[src/rtl/als_pkg.sv]
// Package for the acceleration-limited angle slew block.
// Holds field widths, operation codes, register indexes and the sequencer state type.
// No dependencies.
`timescale 1ns / 1ps
`default_nettype none

package als_pkg;

  localparam int unsigned AngleW = 16;
  localparam int unsigned SpeedW = 24;
  localparam int unsigned TimeW  = 16;
  localparam int unsigned SnapW  = 8;
  localparam int unsigned CfgIdxW = 3;
  localparam int unsigned MulW   = 24;

  typedef enum logic {
    OP_TICK     = 1'b0,
    OP_RETARGET = 1'b1
  } op_e;

  typedef enum logic [CfgIdxW-1:0] {
    REG_MAX_SPEED     = 3'd0,
    REG_ACCELERATION  = 3'd1,
    REG_TOLERANCE     = 3'd2,
    REG_SNAP          = 3'd3,
    REG_BASE_ANGLE    = 3'd4,
    REG_TURRET_ENABLE = 3'd5,
    REG_FORCE_ENABLE  = 3'd6,
    REG_FORCED_ANGLE  = 3'd7
  } reg_idx_e;

  typedef enum logic [3:0] {
    S_IDLE,
    S_VV,
    S_LHS_LO,
    S_LHS_HI,
    S_AD,
    S_X_LO,
    S_X_HI,
    S_Y,
    S_DECIDE,
    S_STEP,
    S_OUT
  } state_e;

endpackage

`default_nettype wire

[src/rtl/als_mul.sv]
// Shared unsigned multiplier used by every product of one tick.
// Depends on als_pkg for the operand width.
`timescale 1ns / 1ps
`default_nettype none

module als_mul (
  input  wire logic [als_pkg::MulW-1:0]   a_i,
  input  wire logic [als_pkg::MulW-1:0]   b_i,
  output logic      [2*als_pkg::MulW-1:0] p_o
);

  assign p_o = {{als_pkg::MulW{1'b0}}, a_i} * {{als_pkg::MulW{1'b0}}, b_i};

endmodule

`default_nettype wire

[src/rtl/accel_limited_angle_slew.sv]
// Top level of the acceleration-limited angle slew block.
// Depends on als_pkg and als_mul.
//
// One item at a time: a tick with motion runs a sequencer from transfer to result
// (eight products through one shared 24x24 multiplier, then the speed update and
// step; a tick that snaps onto the target skips the step), while a retarget or a
// tick while disabled goes straight to the output state. A new item is taken once
// the previous result has been transferred.
// Configuration writes are always ready and must only occur while idle.
`timescale 1ns / 1ps
`default_nettype none

module accel_limited_angle_slew (
  input  wire logic                        clk_i,
  input  wire logic                        rst_ni,
  input  wire logic                        in_valid_i,
  output logic                             in_stall_o,
  input  wire logic                        operation_i,
  input  wire logic [als_pkg::AngleW-1:0]  target_angle_i,
  input  wire logic                        target_valid_i,
  input  wire logic [als_pkg::TimeW-1:0]   elapsed_i,
  output logic                             out_valid_o,
  input  wire logic                        out_stall_i,
  output logic      [als_pkg::AngleW-1:0]  current_angle_o,
  output logic      [als_pkg::SpeedW-1:0]  speed_o,
  output logic                             aligned_o,
  output logic                             at_base_o,
  input  wire logic                        cfg_valid_i,
  output logic                             cfg_ready_o,
  input  wire logic [als_pkg::CfgIdxW-1:0] cfg_index_i,
  input  wire logic [als_pkg::SpeedW-1:0]  cfg_data_i
);

  als_pkg::state_e state_q, state_d;

  logic [23:0] max_speed_q, accel_q;
  logic [15:0] tol_q, base_q, forced_q;
  logic [7:0]  snap_q;
  logic        en_q, force_q;

  logic [15:0] angle_q, err_q;
  logic [23:0] speed_q;

  logic [15:0] tgt_q, dt_q, e_q;
  logic [47:0] vv_q;
  logic [63:0] lhs_q;
  logic [39:0] ad_q;
  logic [55:0] x_q;
  logic [64:0] rhs_q;

  logic        out_valid_q;
  logic [15:0] out_angle_q;
  logic [23:0] out_speed_q;
  logic        out_aligned_q, out_base_q;

  logic [23:0] mul_a, mul_b;
  logic [47:0] prod;

  logic        accept;
  logic [15:0] sel_tgt, fresh, fresh_mag, err_mag, base_mag, base_delta;
  logic        acc;
  logic [27:0] inc;
  logic [28:0] nv_w;
  logic [23:0] nv;
  logic [19:0] step20;
  logic [15:0] stp;

  als_mul u_mul (.a_i(mul_a), .b_i(mul_b), .p_o(prod));

  assign cfg_ready_o = 1'b1;
  assign in_stall_o  = (state_q != als_pkg::S_IDLE) || out_valid_q;
  assign accept      = in_valid_i && !in_stall_o;

  assign sel_tgt   = force_q ? forced_q : (target_valid_i ? target_angle_i : base_q);
  assign fresh     = tgt_q - angle_q;
  assign fresh_mag = fresh[15] ? 16'(-fresh) : fresh;
  assign err_mag   = err_q[15] ? 16'(-err_q) : err_q;
  assign base_delta = base_q - angle_q;
  assign base_mag  = base_delta[15] ? 16'(-base_delta) : base_delta;

  assign acc  = rhs_q[64] || (lhs_q < rhs_q[63:0]);
  assign inc  = ad_q[39:12];
  always_comb begin
    if (acc) begin
      nv_w = {5'b0, speed_q} + {1'b0, inc};
    end else if ({4'b0, speed_q} >= inc) begin
      nv_w = 29'({4'b0, speed_q} - inc);
    end else begin
      nv_w = '0;
    end
  end
  assign nv = (nv_w > {5'b0, max_speed_q}) ? max_speed_q : nv_w[23:0];

  assign step20 = prod[39:20];
  assign stp    = (step20 > {4'b0, err_mag}) ? err_mag : step20[15:0];

  always_comb begin
    state_d = state_q;
    unique case (state_q)
      als_pkg::S_IDLE: begin
        if (accept) begin
          state_d = (en_q && operation_i == als_pkg::OP_TICK) ? als_pkg::S_VV
                                                              : als_pkg::S_OUT;
        end
      end
      als_pkg::S_VV:     state_d = als_pkg::S_LHS_LO;
      als_pkg::S_LHS_LO: state_d = als_pkg::S_LHS_HI;
      als_pkg::S_LHS_HI: state_d = als_pkg::S_AD;
      als_pkg::S_AD:     state_d = als_pkg::S_X_LO;
      als_pkg::S_X_LO:   state_d = als_pkg::S_X_HI;
      als_pkg::S_X_HI:   state_d = als_pkg::S_Y;
      als_pkg::S_Y:      state_d = als_pkg::S_DECIDE;
      als_pkg::S_DECIDE: begin
        state_d = (fresh_mag < {8'b0, snap_q}) ? als_pkg::S_OUT : als_pkg::S_STEP;
      end
      als_pkg::S_STEP:   state_d = als_pkg::S_OUT;
      als_pkg::S_OUT:    state_d = als_pkg::S_IDLE;
      default:           state_d = als_pkg::S_IDLE;
    endcase
  end

  always_comb begin
    mul_a = speed_q;
    mul_b = speed_q;
    unique case (state_q)
      als_pkg::S_LHS_LO: begin mul_a = vv_q[23:0];  mul_b = {8'b0, dt_q}; end
      als_pkg::S_LHS_HI: begin mul_a = vv_q[47:24]; mul_b = {8'b0, dt_q}; end
      als_pkg::S_AD:     begin mul_a = accel_q;     mul_b = {8'b0, dt_q}; end
      als_pkg::S_X_LO:   begin mul_a = ad_q[23:0];  mul_b = {8'b0, e_q};  end
      als_pkg::S_X_HI:   begin mul_a = {8'b0, ad_q[39:24]}; mul_b = {8'b0, e_q}; end
      als_pkg::S_Y:      begin mul_a = speed_q;     mul_b = {8'b0, e_q};  end
      als_pkg::S_STEP:   begin mul_a = speed_q;     mul_b = {8'b0, dt_q}; end
      default: begin
        mul_a = speed_q;
        mul_b = speed_q;
      end
    endcase
  end

  always_ff @(posedge clk_i or negedge rst_ni) begin
    if (!rst_ni) begin
      state_q     <= als_pkg::S_IDLE;
      max_speed_q <= '0;
      accel_q     <= '0;
      tol_q       <= '0;
      snap_q      <= 8'd1;
      base_q      <= '0;
      en_q        <= 1'b0;
      force_q     <= 1'b0;
      forced_q    <= '0;
      angle_q     <= '0;
      speed_q     <= '0;
      err_q       <= '0;
      out_valid_q <= 1'b0;
    end else begin
      state_q <= state_d;
      if (cfg_valid_i) begin
        unique case (als_pkg::reg_idx_e'(cfg_index_i))
          als_pkg::REG_MAX_SPEED:     max_speed_q <= cfg_data_i;
          als_pkg::REG_ACCELERATION:  accel_q     <= cfg_data_i;
          als_pkg::REG_TOLERANCE:     tol_q       <= cfg_data_i[15:0];
          als_pkg::REG_SNAP:          snap_q      <= cfg_data_i[7:0];
          als_pkg::REG_BASE_ANGLE: begin
            base_q  <= cfg_data_i[15:0];
            angle_q <= cfg_data_i[15:0];
          end
          als_pkg::REG_TURRET_ENABLE: en_q        <= cfg_data_i[0];
          als_pkg::REG_FORCE_ENABLE:  force_q     <= cfg_data_i[0];
          als_pkg::REG_FORCED_ANGLE:  forced_q    <= cfg_data_i[15:0];
          default: ;
        endcase
      end
      if (out_valid_q && !out_stall_i) begin
        out_valid_q <= 1'b0;
      end
      unique case (state_q)
        als_pkg::S_IDLE: begin
          if (accept && en_q && operation_i == als_pkg::OP_RETARGET) begin
            err_q <= sel_tgt - angle_q;
          end
        end
        als_pkg::S_DECIDE: begin
          if (fresh_mag < {8'b0, snap_q}) begin
            angle_q <= tgt_q;
            err_q   <= '0;
            speed_q <= '0;
          end else begin
            speed_q <= nv;
            err_q   <= fresh;
          end
        end
        als_pkg::S_STEP: begin
          if (!err_q[15]) begin
            angle_q <= angle_q + stp;
            err_q   <= err_q - stp;
          end else begin
            angle_q <= angle_q - stp;
            err_q   <= err_q + stp;
          end
        end
        als_pkg::S_OUT: out_valid_q <= 1'b1;
        default: ;
      endcase
    end
  end

  always_ff @(posedge clk_i) begin
    if (accept) begin
      tgt_q <= sel_tgt;
      dt_q  <= elapsed_i;
      e_q   <= err_mag;
    end
    unique case (state_q)
      als_pkg::S_VV:     vv_q  <= prod;
      als_pkg::S_LHS_LO: lhs_q <= {24'b0, prod[39:0]};
      als_pkg::S_LHS_HI: lhs_q <= {24'b0, lhs_q[39:0]} + {prod[39:0], 24'b0};
      als_pkg::S_AD:     ad_q  <= prod[39:0];
      als_pkg::S_X_LO:   x_q   <= {16'b0, prod[39:0]};
      als_pkg::S_X_HI:   x_q   <= {16'b0, x_q[39:0]} + {prod[31:0], 24'b0};
      als_pkg::S_Y:      rhs_q <= {x_q, 9'b0} + {4'b0, prod[39:0], 21'b0};
      als_pkg::S_OUT: begin
        out_angle_q   <= angle_q;
        out_speed_q   <= speed_q;
        out_aligned_q <= err_mag < tol_q;
        out_base_q    <= base_mag < {8'b0, snap_q};
      end
      default: ;
    endcase
  end

  assign out_valid_o     = out_valid_q;
  assign current_angle_o = out_angle_q;
  assign speed_o         = out_speed_q;
  assign aligned_o       = out_aligned_q;
  assign at_base_o       = out_base_q;

endmodule

`default_nettype wire

[config.mk]
export PLATFORM = sky130hd
export DESIGN_NAME = accel_limited_angle_slew
export DESIGN_NICKNAME = d
export VERILOG_FILES = /design/src/rtl/als_pkg.sv /design/src/rtl/als_mul.sv /design/src/rtl/accel_limited_angle_slew.sv
export SDC_FILE = /design/constraint.sdc
export NUM_CORES = 2
export LEC_CHECK = 0
export ABC_AREA = 1
export BUFFER_PORTS_ARGS = -buffer_cell sky130_fd_sc_hd__buf_2
export CAP_MARGIN = 25
export CORE_AREA = 3 3 308 310
export CTS_CLUSTER_DIAMETER = 80
export DETAILED_ROUTE_END_ITERATION = 7
export DIE_AREA = 0 0 311 313
export PLACE_DENSITY_LB_ADDON = 0.12
export SKIP_CTS_REPAIR_TIMING = 1
export SYNTH_ARGS = -nofsm -noshare
export SYNTH_HDL_FRONTEND = slang
export SYNTH_HIERARCHICAL = 1
export SYNTH_SLANG_ARGS = --single-unit
[constraint.sdc]
create_clock -name clk_i -period 39.5 [get_ports clk_i]
set_input_delay 1.975 -clock clk_i [delete_from_list [all_inputs] [get_ports clk_i]]
set_output_delay 1.975 -clock clk_i [all_outputs]
set_load 0.03 [all_outputs]
Word level (Yosys, flattened, before mapping)
Index checks and enable logic that the tools add are counted.

Output and inout port bits: 45. Register bits: 530.

Equal/unequal tests: 19. Bitwise logic cells: 1. Add/sub/neg operators: 15. Muxes and demuxes: 29. $mul: 1. $lt $le $gt $ge: 7. Reductions and logical operators: 27.

Operator list (count): 16-bit two-way mux (13); 64-bit one-hot mux with 2 select lines (1); 24-bit one-hot mux with 5 select lines (1); 56-bit one-hot mux with 2 select lines (1); 16-bit subtractor (5); 65-bit by 61-bit adder with 65-bit output (1); 40-bit by 64-bit adder with 64-bit output (1); 64-bit less-than comparator (1); 29-bit two-way mux (2); 40-bit by 56-bit adder with 56-bit output (1); 24-bit by 24-bit multiplier with 48-bit output (1); 24-bit two-way mux (2); 16-bit negator (3); 16-bit one-hot mux with 3 select lines (1); 24-bit one-hot mux with 2 select lines (1); 4-bit one-hot mux with 10 select lines (1); 16-bit adder (2); 16-bit by 8-bit less-than comparator with 1-bit output (2); 16-bit one-hot mux with 2 select lines (1); 24-bit by 28-bit adder with 29-bit output (1); 29-bit by 24-bit > comparator with 1-bit output (1); 24-bit by 28-bit subtractor with 29-bit output (1); 24-bit by 28-bit >= comparator with 1-bit output (1); 20-bit by 16-bit > comparator with 1-bit output (1); 24 further kinds (53).

Depth between registers and ports, before layout
Depth in word-level cells: 9. Mapped depth: 79. Gate-level depth less buffers: 75.

Cells and area by module
The synthesis kept the hierarchy.

Modules (own cells, without submodules): accel_limited_angle_slew (area an instance 34799.6 sq um, instances 1, cells each 4205); als_mul (area an instance 20639.8 sq um, instances 1, cells each 2876).

Least setup slack after synthesis
Ideal clock, no wire load.

Path kind: register to register. Start point: register state_q[3]. End point: register err_q[15]. Setup slack: 26.857 ns. Buffers on the path: 4. Cell stages (with the launch flop): 65. Data required time: 39.423 ns. Period minus slack after synthesis: 12.643 ns. Arrival: 12.565 ns. Path through: dfrtp_1 -> nor2_1 -> inv_1 -> nor2_1 -> clkbuf_1 -> a221oi_1 -> nand2_1 -> clkbuf_1 -> nand2_1 -> fa_1 -> inv_1 -> fa_1 -> inv_1 -> fa_1 -> fa_1 -> inv_1 -> fa_1 -> fa_1 -> (+29 left out) -> nand2_1 -> nand2_1 -> inv_1 -> or2_2 -> a21oi_1 -> o21ai_0 -> nand2_1 -> nand2_1 -> a21oi_1 -> o21ai_0 -> a21boi_0 -> nor2_1 -> or2_2 -> nand2_1 -> nand2_1 -> nand3_1 -> nand3_1 -> a21oi_1.

Elaborated cells on any way between the ends: 29. Those cells by class: add/sub: 2; mul: 1; order compare: 1; eq/ne: 9; mux: 5; reduce/logical: 11.

RTL lines: from (decl) (line accel_limited_angle_slew.sv:34) `als_pkg::state_e state_q, state_d;`; from (signal assigned) (line accel_limited_angle_slew.sv:142) `state_q <= als_pkg::S_IDLE;`; from (signal assigned) (line accel_limited_angle_slew.sv:156) `state_q <= state_d;`; 4-bit by 3-bit equality test with 1-bit output or 4-bit by 2-bit equality test with 1-bit output (tied branches) (line accel_limited_angle_slew.sv:125) `unique case (state_q)`; 24-bit one-hot mux with 5 select lines * (line accel_limited_angle_slew.sv:125); named net mul_a[21] (line accel_limited_angle_slew.sv:56) `logic [23:0] mul_a, mul_b;`; 24-bit by 24-bit multiplier with 48-bit output * (line als_mul.sv:12) `assign p_o = {{als_pkg::MulW{1'b0}}, a_i} * {{als_pkg::MulW{1'b0}}, b_i};`; named net prod[26] (line accel_limited_angle_slew.sv:57) `logic [47:0] prod;`; 20-bit by 16-bit > comparator with 1-bit output (line accel_limited_angle_slew.sv:95) `assign stp = (step20 > {4'b0, err_mag}) ? err_mag : step20[15:0];`; 16-bit two-way mux * (line accel_limited_angle_slew.sv:95); 16-bit subtractor or 16-bit adder (tied branches) (line accel_limited_angle_slew.sv:195, accel_limited_angle_slew.sv:198); 16-bit two-way mux * (line accel_limited_angle_slew.sv:193) `if (!err_q[15]) begin`; 16-bit one-hot mux with 3 select lines * (line accel_limited_angle_slew.sv:176) `unique case (state_q)`; to (signal assigned) (line accel_limited_angle_slew.sv:179) `err_q <= sel_tgt - angle_q;`; to (signal assigned) (line accel_limited_angle_slew.sv:195) `err_q <= err_q - stp;`; to (signal assigned) (line accel_limited_angle_slew.sv:198) `err_q <= err_q + stp;`; to (decl) (line accel_limited_angle_slew.sv:41) `logic [15:0] angle_q, err_q;`.

The timed path passes the listed nets; every way through them passes the cells marked *. A chain may end at the register's enable or synchronous reset.

Worst setup path in the final report
Start point: register state_q[0]. End point: register err_q[15].

Cells in the longest elaborated chain, start to end: 9. Elaborated cells on any way between the ends: 29. Those cells by class: add/sub: 2; mul: 1; order compare: 1; eq/ne: 9; mux: 5; reduce/logical: 11.

Ends and longest elaborated chain (line): 4-bit by 3-bit equality test with 1-bit output (tied with other cells) (accel_limited_angle_slew.sv:125); 4-bit OR reduction (no source line) or 3-bit OR reduction (tied branches); 24-bit one-hot mux with 2 select lines * (accel_limited_angle_slew.sv:125); named net mul_b[2] (accel_limited_angle_slew.sv:56); 24-bit by 24-bit multiplier with 48-bit output * (als_mul.sv:12); named net prod[20] (accel_limited_angle_slew.sv:57); 20-bit by 16-bit > comparator with 1-bit output (accel_limited_angle_slew.sv:95); 16-bit two-way mux * (accel_limited_angle_slew.sv:95); 16-bit subtractor or 16-bit adder (tied branches) (accel_limited_angle_slew.sv:195, accel_limited_angle_slew.sv:198); 16-bit two-way mux * (accel_limited_angle_slew.sv:193); 16-bit one-hot mux with 3 select lines * (accel_limited_angle_slew.sv:176).

Marks and branches as above.

==> impl_metrics.toml <==
[critical_path]
r2r_setup_slack_ps = 24530
critical_path.max_stage_delay_ps = 830
path_delay_family = "adder cells"
path_length_in_cells_of_the_critical_path = 67
cp_required_ps = 40110
worst_setup_path_start_kind = "flop"
arrival_ps = 15580
reg2regPathDepth = 67
end_kind = "flop"
crit_path_start = "state_q[0]$_DFFE_PN0P_"
timing.critical_path.to = "err_q[15]$_DFFE_PN0P_"
cp.buffers_inverters = 18
reg2reg_to = "err_q[15]$_DFFE_PN0P_"
maximum_net_fanout_on_the_critical_path = 24
rr_startpoint = "state_q[0]$_DFFE_PN0P_"
critical-path-slowest-cell = "nor3_1"
critical_path_class = "flop to flop"

[floorplanning]
initial_utilization_pct = 60.3
die_outline_width_um = 311
die_area_mm2 = 0.0973
die_height_um = 313
design.portCount = 111
placement_rows = 111
core_area_mm2 = 0.0919

[synth]
synth_edf_count = 345
synth.cell_area_mm2 = 0.0554
synth_top_cell_by_area = "edfxtp_1"
synth.area.top_cells = "edfxtp_1 19%, fa_1 18%, nand2_1 12%"
yosysSeqAreaShare_pct = 26.2
synth_fp_nets = 8126
ys_seq_elements = 512
ys.flop_type = "edfxtp_1"
synthCells = 7081
area_share_of_the_largest_cell_type_after_synthesis_pct = 18.7
synthesized_area_per_cell_um2 = 7.83
yosysWarnings = 6
netlist-cell-type-count = 75
asr_flop_ratio_synth_pct = 32.6

[clock_tree]
cts_buffer_depth = 3
clock_sinks = 512
source_to_sink_clock_delay_at_the_later_pin_of_the_worst_skew_pair_ps = 700
cts_buffers = 59
root_buffer = "clkbuf_16"
tritoncts = "done"
cts.reportedPaths.clkPinSlew_ps = 60
htreeDepth = 2

[placed_design]
gp_congestion = 1.01
area_after_detailed_placement_mm2 = 0.0576
detailed_place_hpwl_mm = 145
placement.io_buffers = 109

[global_routing]
vias_in_the_first_global_route = 47300
grt_pass1_wl_mm = 284
global_route.overflow_total = 0
grt_start_max_net_pins = 72
grt_use_total_pct = 38.2
grt_antenna_before_repair = 3

[sta]
min_period_ps = 14970
setup-tns-final_ps = 0
achievable-frequency_ghz = 0.0668
max_slew.worst_pin.slew_ps = 1070
rsz0062_at_grt = "false"
setup_viol = 0
finalHoldViolCount = 0
maxSlewHeadroom_pct = 28.0
final_min_period_over_clock_period_pct = 37.9
finalHoldWorstSlack_ps = 419
finalMaxSlewViolations = 0
final.setup_skew_ps = 47.1

[routing]
drt_first_iter_violations = 5102
total_number_of_vias = 48200
avgRoutedWirePerCell_um = 22.0
ant_nets = 0
viasPerCell = 5.71
drt_first_pass_iters = 7
routed_wirelength_mm = 186
drc = 0

[layout]
nNetsFinal = 8188
multi_input_comb_area_mm2 = 0.0341
area.sequential_mm2 = 0.0145
drive_above_1_share_pct = 6.41
fillerInstances = 8057
fin_util_pct = 64.9
post-route-cell-area_mm2 = 0.0597
synthToLayoutAreaGrowth_pct = 7.66

[min_path]
hold_class = "flop to flop"

[job]
max_cap_viol_count = 0

[outcome]
status = "finished, final reports clean"
layer usage:
metal  track usage, %  part of all wire, %  wire (um)  up-vias
met1             53.2                   41      75800    23000
met2             59.8                   44      82500     2556
met5                0                0.018         33        -
met4             14.5                  4.3       8070        4
li1                 -                    -          -    22200
met3             7.17                   10      19400      463
layout make-up:
type	instances	area share (%)
Sequential cell	512	24.4
Multi-Input combinational cell	4715	57.1
Timing Repair Buffer	211	2.28
Antenna cell	1	0.00419
Clock buffer	71	2.69
Inverter	1644	10.3
Tap cell	1243	2.61
Clock inverter	39	0.669
synth_stat cells, types with 9 or more instances:
master,n
nand2_1,1740
o21a_1,11
ha_1,487
o22ai_1,14
nand2_2,34
inv_1,1631
nor2_4,9
xor2_1,162
nand3_1,196
o21bai_1,20
edfxtp_1,345
o211ai_1,34
nor2_1,363
a221oi_1,24
clkbuf_1,182
nor3_1,57
nor4_1,10
o31ai_1,10
dfrtp_1,166
a31oi_1,39
xnor2_1,40
a211oi_1,16
nand3_2,14
or2_2,12
o21ai_1,55
a22oi_1,15
fa_1,492
o22a_1,16
a21boi_0,9
inv_2,10
o2111ai_1,16
o21ai_0,334
a21oi_1,363
nand4_1,39
nor2_2,22
sequential cells by signal, summed over array words and instances (netlist names), 4 cells and up:
name             count
base_q              16
speed_q             24
forced_q            16
lhs_q               55
accel_q             24
max_speed_q         24
err_q               16
state_q              4
rhs_q               56
dt_q                16
current_angle_o     16
ad_q                40
e_q                 16
x_q                 56
snap_q               8
vv_q                48
tol_q               16
tgt_q               16
angle_q             16
speed_o             24
worst min-delay path by stage:
stage,end,from,cells after the start
after CTS,rhs_q[13]$_DFFE_PP_,x_q[4]$_DFFE_PP_,0
after floorplan,rhs_q[10]$_DFFE_PP_,x_q[1]$_DFFE_PP_,0
after global placement,rhs_q[13]$_DFFE_PP_,x_q[4]$_DFFE_PP_,0
after global routing,rhs_q[16]$_DFFE_PP_,x_q[7]$_DFFE_PP_,0
after detailed placement,rhs_q[13]$_DFFE_PP_,x_q[4]$_DFFE_PP_,0
final,rhs_q[13]$_DFFE_PP_,x_q[4]$_DFFE_PP_,0
cell usage in the layout (no fill, tap or decap), drive strengths merged, types with 12 or more instances in the layout:
master / synthesis / final
o21bai: 21 / 21
a221oi: 24 / 24
a21oi: 365 / 365
inv: 1641 / 1646
o31ai: 12 / 12
dfrtp: 166 / 166
or2: 15 / 15
o2111ai: 16 / 16
clkbuf: 183 / 71
buf: 27 / 211
a31oi: 40 / 40
a211oi: 16 / 16
nor3: 59 / 59
o22a: 16 / 16
a22oi: 15 / 15
nand3: 210 / 210
ha: 487 / 487
o22ai: 14 / 14
fa: 492 / 492
nor2: 394 / 394
o21ai: 390 / 390
edfxtp: 345 / 345
xor2: 163 / 163
clkinv: 3 / 29
o211ai: 34 / 34
xnor2: 41 / 41
nand2: 1777 / 1777
nand4: 40 / 40
kinds of logic (layout without fill, tap and decap cells):
kind of cell	count (synthesis)	after routing	synth area share [%]
AND/OR/NAND/NOR	2523	2523	18.7
buffers and inverters	1854	1965	12.7
AO/OA/AOI/OAI	1008	1008	10.4
adder cells (fa/ha/maj)	979	979	28.8
flip-flops	512	512	26.2
XOR/XNOR	204	204	3.25
other	1	2	0.00676
per-stage QoR:
stage / worst slack, ps / std cells
4_1_cts: 23980 / 8431
6_report: 24530 / 8436
3_3_place_gp: 24160 / 8320
2_1_floorplan: 26860 / 7081
3_5_place_dp: 24000 / 8321
5_1_grt: 23590 / 8435
Power is left out: the tool's default activity adds up to more than one toggle a clock period on the data nets, which glitch-free logic cannot reach.
